<file path="src/sv/qodo_pkg.sv">
// shared types, constants and helper functions for the quadrature odometry block
package qodo_pkg;

	// fixed design constants, settled by the field widths of the ports
	localparam int MaxBatch    = 128;
	localparam int CordicSteps = 16;

	// pi in Q2.28 and the cordic gain compensation in Q1.30
	localparam logic [29:0] Pi28 = 30'd843314857;
	localparam logic signed [33:0] GainQ30 = 34'sd652032874;

	// command codes
	localparam logic OpEdge = 1'b0;
	localparam logic OpSet  = 1'b1;

	// wheel codes
	localparam logic WheelLeft  = 1'b0;
	localparam logic WheelRight = 1'b1;

	// configuration register indexes
	localparam logic [1:0] CfgBatch  = 2'd0;
	localparam logic [1:0] CfgRadius = 2'd1;
	localparam logic [1:0] CfgBase   = 2'd2;
	localparam logic [1:0] CfgTicks  = 2'd3;

	typedef struct packed {
		logic               op;
		logic               wheel;
		logic               phase;
		logic               level_a;
		logic               level_b;
		logic signed [31:0] new_x;
		logic signed [31:0] new_y;
		logic signed [15:0] new_heading;
	} cmd_t;

	typedef struct packed {
		logic signed [31:0] out_x;
		logic signed [31:0] out_y;
		logic signed [15:0] out_heading;
	} pose_t;

	typedef struct packed {
		logic [7:0]  batch_size;
		logic [15:0] wheel_radius;
		logic [19:0] wheel_base;
		logic [16:0] ticks_per_rev;
	} cfg_t;

	// work handed from the front to the back
	typedef struct packed {
		logic               load;
		logic signed [8:0]  right;
		logic signed [8:0]  left;
		logic signed [31:0] x;
		logic signed [31:0] y;
		logic [15:0]        heading;
	} job_t;

	// arctangent table, 2^32 units per turn
	function automatic logic [31:0] atan_q32(input logic [4:0] idx);
		logic [31:0] r;
		case (idx)
			5'd0:    r = 32'h20000000;
			5'd1:    r = 32'h12E4051E;
			5'd2:    r = 32'h09FB385B;
			5'd3:    r = 32'h051111D4;
			5'd4:    r = 32'h028B0D43;
			5'd5:    r = 32'h0145D7E1;
			5'd6:    r = 32'h00A2F61E;
			5'd7:    r = 32'h00517C55;
			5'd8:    r = 32'h0028BE53;
			5'd9:    r = 32'h00145F2F;
			5'd10:   r = 32'h000A2F98;
			5'd11:   r = 32'h000517CC;
			5'd12:   r = 32'h00028BE6;
			5'd13:   r = 32'h000145F3;
			5'd14:   r = 32'h0000A2FA;
			5'd15:   r = 32'h0000517D;
			5'd16:   r = 32'h000028BE;
			5'd17:   r = 32'h0000145F;
			5'd18:   r = 32'h00000A30;
			5'd19:   r = 32'h00000518;
			5'd20:   r = 32'h0000028C;
			5'd21:   r = 32'h00000146;
			5'd22:   r = 32'h000000A3;
			5'd23:   r = 32'h00000051;
			default: r = 32'h00000000;
		endcase
		return r;
	endfunction

	// clamp a widened position to the signed 32-bit range
	function automatic logic signed [31:0] sat_pos(input logic signed [33:0] v);
		logic signed [31:0] r;
		if (v > 34'sd2147483647) begin
			r = 32'sh7FFFFFFF;
		end else if (v < -34'sd2147483648) begin
			r = 32'sh80000000;
		end else begin
			r = v[31:0];
		end
		return r;
	endfunction

endpackage

</file>
<file path="src/sv/qodo_fifo.sv">
// two-entry job queue between front and back
module qodo_fifo (
	input  logic           clk,
	input  logic           arst_n,
	input  logic           push,
	input  qodo_pkg::job_t wr_job,
	input  logic           pop,
	output qodo_pkg::job_t rd_job,
	output logic           full,
	output logic           empty
);
	import qodo_pkg::*;

	job_t       slot_q [2];
	logic       wr_ptr_q, rd_ptr_q;
	logic [1:0] fill_q;

	assign full   = (fill_q == 2'd2);
	assign empty  = (fill_q == 2'd0);
	assign rd_job = slot_q[rd_ptr_q];

	// storage
	always_ff @(posedge clk) begin
		if (push) begin
			slot_q[wr_ptr_q] <= wr_job;
		end
	end

	// pointers and fill level
	always_ff @(posedge clk or negedge arst_n) begin
		if (!arst_n) begin
			wr_ptr_q <= 1'b0;
			rd_ptr_q <= 1'b0;
			fill_q   <= 2'd0;
		end else begin
			if (push) begin
				wr_ptr_q <= ~wr_ptr_q;
			end
			if (pop) begin
				rd_ptr_q <= ~rd_ptr_q;
			end
			case ({push, pop})
				2'b10:   fill_q <= fill_q + 2'd1;
				2'b01:   fill_q <= fill_q - 2'd1;
				default: fill_q <= fill_q;
			endcase
		end
	end

endmodule

</file>
<file path="config.mk">
export PLATFORM = sky130hd
export DESIGN_NAME = qodo_fifo
export DESIGN_NICKNAME = d
export VERILOG_FILES = /design/src/sv/qodo_pkg.sv /design/src/sv/qodo_fifo.sv
export SDC_FILE = /design/constraint.sdc
export NUM_CORES = 1
export LEC_CHECK = 0
export ABC_AREA = 1
export BUFFER_PORTS_ARGS = -buffer_cell sky130_fd_sc_hd__buf_2
export CORE_UTILIZATION = 52
export CTS_CLUSTER_DIAMETER = 100
export CTS_CLUSTER_SIZE = 24
export DETAILED_ROUTE_END_ITERATION = 16
export PLACE_DENSITY = 0.79
export SLEW_MARGIN = 20
export SYNTH_ARGS = -nofsm -noshare
export SYNTH_HDL_FRONTEND = slang
export SYNTH_SLANG_ARGS = --single-unit
</file>
<file path="constraint.sdc">
create_clock -name clk -period 5.8 [get_ports clk]
set_input_delay 1.74 -clock clk [delete_from_list [all_inputs] [get_ports clk]]
set_output_delay 1.74 -clock clk [all_outputs]
set_load 0.005 [all_outputs]
</file>
==> results by group <==
Yosys
  • Netlist cell types: 19
  • Syn. warnings: 0
  • Syn Inst Count: 541
  • Synthesized area per cell: 14.3 um^2
  • Post-synthesis sequential area ratio: 78.1%
  • Syn_nets: 645
  • Cell Area, Synth: 0.00774 mm^2
  • Number of synthesized register bits: 202

Routing
  • DR WL met2: 6920 um
  • # DRC: 0
  • Final ANT Viol Nets: 0
  • DR vias: 4489
  • WL/cell: 14.5 um
  • Metal3 WL: 968 um
  • Routed length on met1: 5250 um
  • Top Metal Used: met5
  • Initial DRC Count: 365
  • Drt total wl: 13400 um
  • Vias/cell: 4.84
  • Pre-Repair DR Iteration Count: 4

Setup path
  • Slowest stage delay, CP: 0.98 ns
  • Crit Path Max Fanout: 109
  • R2r setup slk: 3.63 ns
  • Critical path class: reg -> out
  • Slowest CP cell: dfrtp_4
  • Stages on the worst setup path: 4
  • CP bufs+invs: 2
  • Worst EP arrival: 2.37 ns
  • Critical Path Start: rd_ptr_q
  • Crit path max-delay family: flip-flops
  • Startpoint Class: flip-flop
  • R2R depth: 3
  • CP Data Required Time: 4.06 ns
  • Critical R2R Launch: wr_ptr_q
  • Critical Path, Cell by Cell: buf_12, nand2_1, o21ai_0, buf_2
  • Critical Path Sink: rd_job[37]
  • Crit Reg-Reg Endpoint: slot_q[0][97]
  • Crit end category: output pin

Die
  • I/O pin count: 204
  • Starting density of the core: 53.3%
  • Die H: 124 um
  • Core footprint: 0.0145 mm^2
  • Die Area: 0.0154 mm^2
  • Chip width: 124 um
  • Cell Rows: 44

Place
  • DP Area: 0.00876 mm^2
  • Dpl cells: 910
  • Final Wtd Congestion: 0.779
  • Number of buffers added on ports: 203
  • Post-DP HPWL: 8950 um
  • Placement Setup Slack: 2.14 ns

Cells and area
  • Final core area utilization: 62.7%
  • Fraction of layout cells with a size suffix above 1: 32.7%
  • Finished Cell Area: 0.00911 mm^2
  • Layout Cells excl Fill: 927
  • Final #Nets: 844
  • Syn-to-layout area delta: 17.7%

Clock network
  • Post_cts resized: 0
  • Clock transition at path regs: 0.09 ns
  • Clk_lat worst skew: 0.45 ns
  • Post-CTS setup buffers: 0
  • Hold_buf cts: 0
  • Clock root buffer: clkbuf_16
  • CTS Buf Count: 12
  • CTS tree: built
  • CTS H-tree lvls: 1
  • Maximum clock path buffer count: 3
  • Clock sink count: 202

STA
  • Rel. slew slack: 32.6%
  • # setup viols final: 0
  • WHS: 0.528 ns
  • Final Hold Viols: 0
  • Fin Clk Skew: 0.0129 ns
  • F_max: 243 MHz
  • Setup TNS Final: 0 ns
  • Measured slew at the worst slew-check pin: 1.01 ns
  • Tcrit/Tclk final: 70.9%
  • Fin crit period: 4.11 ns
  • RSZ-0062 raised after global routing: no
  • Slew Limit Fails: 0
  • Setup WS post-layout: 1.69 ns

Power and ir drop
  • Total power: 4.03 mW
  • Pleak: 3.90 nW
  • Worst VDD drop: 0.340 mV
  • PwrDens: 442 mW/mm^2

Global route
  • First-pass GRT wire length: 19400 um
  • Number of global-route vias before repair: 4231
  • Antenna violations before repair: 3
  • Largest net degree at the start of global routing: 110
  • GRT Total Usage: 16.4%
  • Gr ovfl total: 0

Worst hold path
  • Worst hold path class: reg -> reg

Flow run
  • Max Cap Viol: 0

Status
  • Status: finished, final reports clean
## how the worst min path moves through the flow
stage,from,to,slack (ns),cells past startpoint
floorplan,fill_q[1],fill_q[1],0.46,2
global placement,fill_q[1],fill_q[1],0.48,2
detailed placement,fill_q[1],fill_q[1],0.51,2
CTS,fill_q[1],fill_q[1],0.53,2
global route,fill_q[1],fill_q[1],0.55,2
finish,fill_q[1],fill_q[1],0.53,2
## synthesized netlist by cell type (all sizes together)
cell type  number  share of area [%]
buf            15                3.3
clkbuf          7               0.34
dfrtp           4                1.3
edfxtp        198                 77
ha              1               0.16
inv           105                5.1
nand2         104                5.0
nand3           1              0.065
nand4           1              0.081
nor2            3               0.15
o21ai          99                7.3
xnor2           1               0.11
xor2            2               0.23
## flip-flops by register name, summed over array words and instances (netlist names)
register and count:
slot_q 198, fill_q 2, wr_ptr_q 1, rd_ptr_q 1
## final cells by class
cell class              instances  area (um^2)
fillers                      1128         5420
flip-flops and latches        202         6050
inverters                     105          397
multi-input cells             212         1030
clock inverters                 1         16.3
well taps                     184          230
clock buffers                  15          333
repair buffers                207         1060
diodes                          1         2.50
## logic make-up (layout without fill, tap and decap cells)
family          Yosys count  count (layout)  share of synthesized area [%]
simple gates            109             109                           5.33
compound gates           99              99                           7.32
other cells               0               1                              0
xor+xnor                  3               3                          0.339
flops                   202             202                           78.1
buf+inv                 127             328                           8.77
fa+ha+maj                 1               1                          0.162
## worst register-to-register path, stage by stage, from the launching register on
cell and delay [ns]:
dfrtp_1 0.44, nor2_4 0.11, buf_4 0.52, buf_4 0.68
## metal layers
layer  global-route usage, %  vias up
met5                       0        -
met1                    19.4     2093
met4                    4.69        2
met2                    29.7      158
met3                    3.89       24
li1                        -     2212
## layout by cell type, fill, tap and decap left out, types with 3 or more instances in the layout
master / netlist / routed
o21ai_2: 19 / 19
inv_1: 105 / 104
dfrtp_1: 4 / 3
o21ai_0: 63 / 63
edfxtp_1: 198 / 198
nand2_1: 104 / 104
buf_4: 1 / 3
clkbuf_16: 0 / 13
buf_2: 1 / 203
o21ai_1: 17 / 17
## power breakdown
part / internal, mW / switching (mW)
clock network: 0.413 / 0.433
logic: 0.440 / 0.649
registers: 1.94 / 0.156
total: 2.79 / 1.24
Power figures use the tool's default switching activity.
