`src/sv/qodo_pkg.sv`:
```
// shared types, constants and helper functions for the quadrature odometry block
package qodo_pkg;

	// fixed design constants, settled by the field widths of the ports
	localparam int MaxBatch    = 128;
	localparam int CordicSteps = 16;

	// pi in Q2.28 and the cordic gain compensation in Q1.30
	localparam logic [29:0] Pi28 = 30'd843314857;
	localparam logic signed [33:0] GainQ30 = 34'sd652032874;

	// command codes
	localparam logic OpEdge = 1'b0;
	localparam logic OpSet  = 1'b1;

	// wheel codes
	localparam logic WheelLeft  = 1'b0;
	localparam logic WheelRight = 1'b1;

	// configuration register indexes
	localparam logic [1:0] CfgBatch  = 2'd0;
	localparam logic [1:0] CfgRadius = 2'd1;
	localparam logic [1:0] CfgBase   = 2'd2;
	localparam logic [1:0] CfgTicks  = 2'd3;

	typedef struct packed {
		logic               op;
		logic               wheel;
		logic               phase;
		logic               level_a;
		logic               level_b;
		logic signed [31:0] new_x;
		logic signed [31:0] new_y;
		logic signed [15:0] new_heading;
	} cmd_t;

	typedef struct packed {
		logic signed [31:0] out_x;
		logic signed [31:0] out_y;
		logic signed [15:0] out_heading;
	} pose_t;

	typedef struct packed {
		logic [7:0]  batch_size;
		logic [15:0] wheel_radius;
		logic [19:0] wheel_base;
		logic [16:0] ticks_per_rev;
	} cfg_t;

	// work handed from the front to the back
	typedef struct packed {
		logic               load;
		logic signed [8:0]  right;
		logic signed [8:0]  left;
		logic signed [31:0] x;
		logic signed [31:0] y;
		logic [15:0]        heading;
	} job_t;

	// arctangent table, 2^32 units per turn
	function automatic logic [31:0] atan_q32(input logic [4:0] idx);
		logic [31:0] r;
		case (idx)
			5'd0:    r = 32'h20000000;
			5'd1:    r = 32'h12E4051E;
			5'd2:    r = 32'h09FB385B;
			5'd3:    r = 32'h051111D4;
			5'd4:    r = 32'h028B0D43;
			5'd5:    r = 32'h0145D7E1;
			5'd6:    r = 32'h00A2F61E;
			5'd7:    r = 32'h00517C55;
			5'd8:    r = 32'h0028BE53;
			5'd9:    r = 32'h00145F2F;
			5'd10:   r = 32'h000A2F98;
			5'd11:   r = 32'h000517CC;
			5'd12:   r = 32'h00028BE6;
			5'd13:   r = 32'h000145F3;
			5'd14:   r = 32'h0000A2FA;
			5'd15:   r = 32'h0000517D;
			5'd16:   r = 32'h000028BE;
			5'd17:   r = 32'h0000145F;
			5'd18:   r = 32'h00000A30;
			5'd19:   r = 32'h00000518;
			5'd20:   r = 32'h0000028C;
			5'd21:   r = 32'h00000146;
			5'd22:   r = 32'h000000A3;
			5'd23:   r = 32'h00000051;
			default: r = 32'h00000000;
		endcase
		return r;
	endfunction

	// clamp a widened position to the signed 32-bit range
	function automatic logic signed [31:0] sat_pos(input logic signed [33:0] v);
		logic signed [31:0] r;
		if (v > 34'sd2147483647) begin
			r = 32'sh7FFFFFFF;
		end else if (v < -34'sd2147483648) begin
			r = 32'sh80000000;
		end else begin
			r = v[31:0];
		end
		return r;
	endfunction

endpackage

```
`src/sv/qodo_front.sv`:
```
// front end: takes encoder and set-position commands, keeps counts, queues work
module qodo_front (
	input  logic            clk,
	input  logic            arst_n,
	input  logic            cmd_valid,
	output logic            cmd_stall,
	input  qodo_pkg::cmd_t  cmd,
	input  logic [7:0]      batch_size,
	input  logic            queue_full,
	output logic            push,
	output qodo_pkg::job_t  job
);
	import qodo_pkg::*;

	logic signed [8:0] right_q, left_q;
	logic [7:0]        edge_q;
	logic              accept;
	logic signed [8:0] step;
	logic signed [8:0] right_nx, left_nx;
	logic [7:0]        edge_nx, limit;
	logic              close;

	assign cmd_stall = queue_full;
	assign accept    = cmd_valid & ~queue_full;

	// direction of one edge and the updated wheel and edge counts
	always_comb begin
		step = ((cmd.level_a ^ cmd.level_b) ^ cmd.phase) ? 9'sd1 : -9'sd1;
		right_nx = right_q;
		left_nx  = left_q;
		if (cmd.wheel == WheelRight) begin
			right_nx = right_q + step;
		end else begin
			left_nx = left_q - step;
		end
		edge_nx = edge_q + 8'd1;
	end

	// batch limit clamped to one and the largest batch
	always_comb begin
		if (batch_size == 8'd0) begin
			limit = 8'd1;
		end else if (batch_size > 8'(MaxBatch)) begin
			limit = 8'(MaxBatch);
		end else begin
			limit = batch_size;
		end
	end

	assign close = (cmd.op == OpEdge) && (edge_nx >= limit);
	assign push  = accept & ((cmd.op == OpSet) | close);

	// job contents
	always_comb begin
		job.load    = (cmd.op == OpSet);
		job.right   = right_nx;
		job.left    = left_nx;
		job.x       = cmd.new_x;
		job.y       = cmd.new_y;
		job.heading = cmd.new_heading;
	end

	// count registers
	always_ff @(posedge clk or negedge arst_n) begin
		if (!arst_n) begin
			right_q <= '0;
			left_q  <= '0;
			edge_q  <= '0;
		end else if (accept && cmd.op == OpEdge) begin
			if (close) begin
				right_q <= '0;
				left_q  <= '0;
				edge_q  <= '0;
			end else begin
				right_q <= right_nx;
				left_q  <= left_nx;
				edge_q  <= edge_nx;
			end
		end
	end

endmodule

```
`config.mk`:
```
export PLATFORM = sky130hd
export DESIGN_NAME = qodo_front
export DESIGN_NICKNAME = d
export VERILOG_FILES = /design/src/sv/qodo_pkg.sv /design/src/sv/qodo_front.sv
export SDC_FILE = /design/constraint.sdc
export NUM_CORES = 1
export LEC_CHECK = 0
export BUFFER_PORTS_ARGS = -buffer_cell sky130_fd_sc_hd__buf_2
export CAP_MARGIN = 20
export CORE_MARGIN = 2
export CORE_UTILIZATION = 40
export DETAILED_ROUTE_END_ITERATION = 16
export HOLD_SLACK_MARGIN = 0.02
export PLACE_DENSITY = 0.78
export SLEW_MARGIN = 20
export SYNTH_ARGS = -nofsm -noshare
export SYNTH_HDL_FRONTEND = slang
export SYNTH_SLANG_ARGS = --single-unit
```
`constraint.sdc`:
```
create_clock -name clk -period 3.7 [get_ports clk]
set_input_delay 0.185 -clock clk [delete_from_list [all_inputs] [get_ports clk]]
set_output_delay 0.185 -clock clk [all_outputs]
set_load 0.05 [all_outputs]
```
==> parameters.txt <==
Parameter                              Value

Outcome
  Status ... finished clean

Final layout
  Number of nets in the finished design ... 410
  Final cell utilization of the core ... 37.98%
  Ant diodes ... 0
  Final standard cell area without fillers ... 2609 um^2
  Share of layout cells above drive strength 1 ... 21.25%
  Area growth from synthesis to layout ... -8.793%

Clock network
  Clock transition at path regs ... 0.10 ns
  H-tree level count ... 1
  Clock Tree Buf Depth ... 2
  Clock Root Buffer ... clkbuf_8
  Total number of clock tree sinks ... 26
  CTS-repair resized insts ... 0
  Skew-Pair Late Insertion Delay ... between 0.2 and 0.3 ns
  Clock buffer count from CTS ... 3
  TritonCTS clock tree ... yes

Yosys
  Net count after synthesis ... 454
  Leading post-synthesis cells by cell area ... dfrtp_1 23%, buf_4 22%, ha_1 10%, nand2_1 5.0%, xnor2_1 3.7%
  Sequential area share after synthesis ... between 20% and 30%
  Synthesis warning total ... 0
  Netlist area before placement ... 2860 um^2
  Gate Count Post-Synth ... between 300 and 400
  Cell variety after synth ... 54
  Share of Yosys cell area claimed by the top area cell type ... 22.75%
  Number of synthesized register bits ... 26
  Most repeated cell in the gate-level netlist after synthesis ... buf_4
  Flip-flop cell with the highest count after synthesis ... dfrtp_1
  Syn Area/Cell ... 8.615 um^2
  Synth async-reset ratio ... 100.0%
  Most frequent cells after synthesis ... 82 x buf_4, 38 x nand2_1, 26 x dfrtp_1, 23 x ha_1, 18 x o21ai_0
  Library cell with the largest summed area after synthesis ... dfrtp_1
  Count of flip-flops with a built-in enable after synthesis ... 0

Timing
  Post-layout minimum cycle time ... 3.396 ns
  Final worst path period share ... 91.80%
  Setup TNS Final ... 0 ns
  RSZ-0062 raised after global routing ... no
  Final Worst Setup Slack ... 0.3036 ns
  Final Hold Viols ... 0
  Setup violation total in the final timing report ... 0
  Setup clock skew after layout ... 0.003423 ns
  F_max ... just under 300 MHz
  Final-report max-slew violation count ... 0
  Actual transition at the worst max-transition pin ... between 0.7 and 0.8 ns
  Worst rel slew slack ... 51.71%

Die
  Effective utilization at floorplan ... 41.64%
  Top-level port count ... 198
  Site Rows ... 30
  Horizontal extent of the die ... 88.56 um
  Core Region ... between 6000 and 7000 um^2
  Die Ht ... just under 90 um
  Die ar. ... about 8000 um^2

Critical path
  Critical Path End Type ... primary output
  Timing startpoint of the critical path ... edge_q[2]
  Worst Setup Path Type ... reg -> out
  Most common cell on crit path ... nor2_1
  Worst Path Max Fanout ... 10
  Type of element launching the critical path ... register
  Crit-path max cell delay ... 0.43 ns
  Critical path arrival ... roughly 3.2 ns
  Reg2Reg Launch Point ... edge_q[2]
  Worst R2R End ... right_q[8]
  Register-to-Register Path Depth ... 10
  Data required time at the worst endpoint ... 3.51 ns
  Register-to-register path setup slack ... 0.55 ns
  CP cell instances ... nand3_1 -> or2_2 -> nor2_1 -> xor2_1 -> ha_1 -> and3_1 -> a221o_1 -> or2_1 -> nor2_1 -> nor3b_1 -> buf_2
  Critical-path cell with the highest stage delay ... dfrtp_1

Min path
  Worst Hold Depth ... 3
  Destination of the worst hold path ... edge_q[4]
  Path type of the worst min-delay path ... in -> reg
  Start point of the worst min-delay path ... cmd[84]

GRT
  Global-route wire length before repair ... around 9200 um
  Via count of the first global-routing pass ... 1965
  Overall global routing resource usage ... 14.61%
  Total congestion overflow after global routing ... 0
  Pin count of the biggest net entering global routing ... 31
  Antenna violations before repair ... 0

Power and ir drop
  Static leakage ... roughly 1.2 nW
  Ratio of total power to cell area ... 809.0 nW/um^2
  IR drop worst, VDD ... 0.5299 mV

Flow run
  Max-cap violations ... 0

Detailed routing
  Final antenna-violating net count ... 0
  Post-route DRC ... 0
  Average detailed-routed wire length per instance ... 14.83 um
  Detailed-route wire length ... 5681 um
  Detail-routed via count per cell ... 5.426
  Via Count ... 2078
  Number of design-rule violations left by the first detailed-router iteration ... 84
  Pre-antenna DRT Iters ... 4

Placement
  Final GP Congestion ... around 0.82
  Pre-CTS worst setup slack ... 0.5539 ns
  Detailed placement HPWL ... ~4300 um
  Port-buffer cells ... 37
  Post-DP Area ... 2527 um^2
## worst max-delay path by stage
stage	cells after the start	to
after global routing	11	push
final	11	push
after global placement	10	right_q[8]
after CTS	11	push
after detailed placement	10	edge_q[2]
after floorplan	9	left_q[6]
## per-layer routing
layer / vias to the layer above / wire (um) / global-route usage (%)
li1: 987 / - / -
met1: 979 / 2416 / 18.68
met2: 82 / 2614 / 23.44
met3: 30 / 443 / 3.078
met4: 0 / 206 / 7.163
met5: - / 0 / 0
## sequential cells by signal, indices dropped and copies added (netlist names)
signal / cells
right_q: 9
left_q: 9
edge_q: 8
## cell families after synthesis
family / after synthesis / synth area share [%]
muxes: 8 / 3.018
buffers and inverters: 98 / 24.15
adders and majority gates: 25 / 11.46
DFF: 26 / 22.75
xor gates and xnor gates: 19 / 5.818
and+or+nand+nor: 80 / 14.00
AOI/OAI and AO/OA: 76 / 18.81
## timing repair
| item | in CTS | in global routing |
|---|---|---|
| hold endpoints to repair | 26 | 0 |
| hold buffers | 1 | 0 |
| buffers inserted | 0 | 0 |
## area by class of cell
cell class,count,area [um^2]
timing repair buffer,41,217.7
sequential,26,650.6
fill,697,4260
clock buffer,3,41.29
tap,96,120.1
inverter,8,30.03
multi-input combinational,208,1519
clock inverter,1,30.03
## critical path, delay by kind of cell, from the launching register on
kind / cells / cell delay [ns]
flip-flops: 1 / 0.43
adder cells (fa/ha/maj): 1 / 0.28
AO/OA/AOI/OAI: 1 / 0.38
buffers and inverters: 1 / 0.20
AND/OR/NAND/NOR: 7 / 1.41
XOR/XNOR: 1 / 0.24
## metrics by stage
step,instances,hold WS (ns),total power [W]
detailed placement,378,0.2237,0.001870
global route,383,0.3237,0.002257
global placement,378,0.2201,0.001830
finish,383,0.2967,0.002110
floorplan,332,-0.1106,0.001820
CTS,383,0.3062,0.002116
## placed cells by master (no fill, tap or decap), types with 2 or more instances in the layout
master	instances
o2bb2ai_1	5
a21o_1	6
clkbuf_8	3
ha_1	23
a31o_2	2
o21ai_1	2
nand2_1	38
and2_0	2
buf_4	3
buf_2	37
a211oi_1	7
mux2i_1	3
o211ai_1	2
o21bai_1	3
inv_1	7
nor3b_1	3
o21ai_0	18
mux2_2	5
a22o_1	9
fa_1	2
nand3_1	4
dfrtp_1	26
nand2b_1	2
xor2_1	7
o21ai_2	2
xnor2_1	12
nor3_1	2
a21oi_1	8
o21a_1	2
nor2_1	16
## where the power goes
| group | total [W] | internal [W] | leakage [nW] | switching, W |
|---|---|---|---|---|
| Combinational | 0.00140 | 0.000487 | 0.880 | 0.000916 |
| Clock | 0.000242 | 0.000145 | 0.0357 | 0.0000974 |
| Sequential | 0.000465 | 0.000375 | 0.329 | 0.0000898 |
Power figures use the tool's default switching activity.
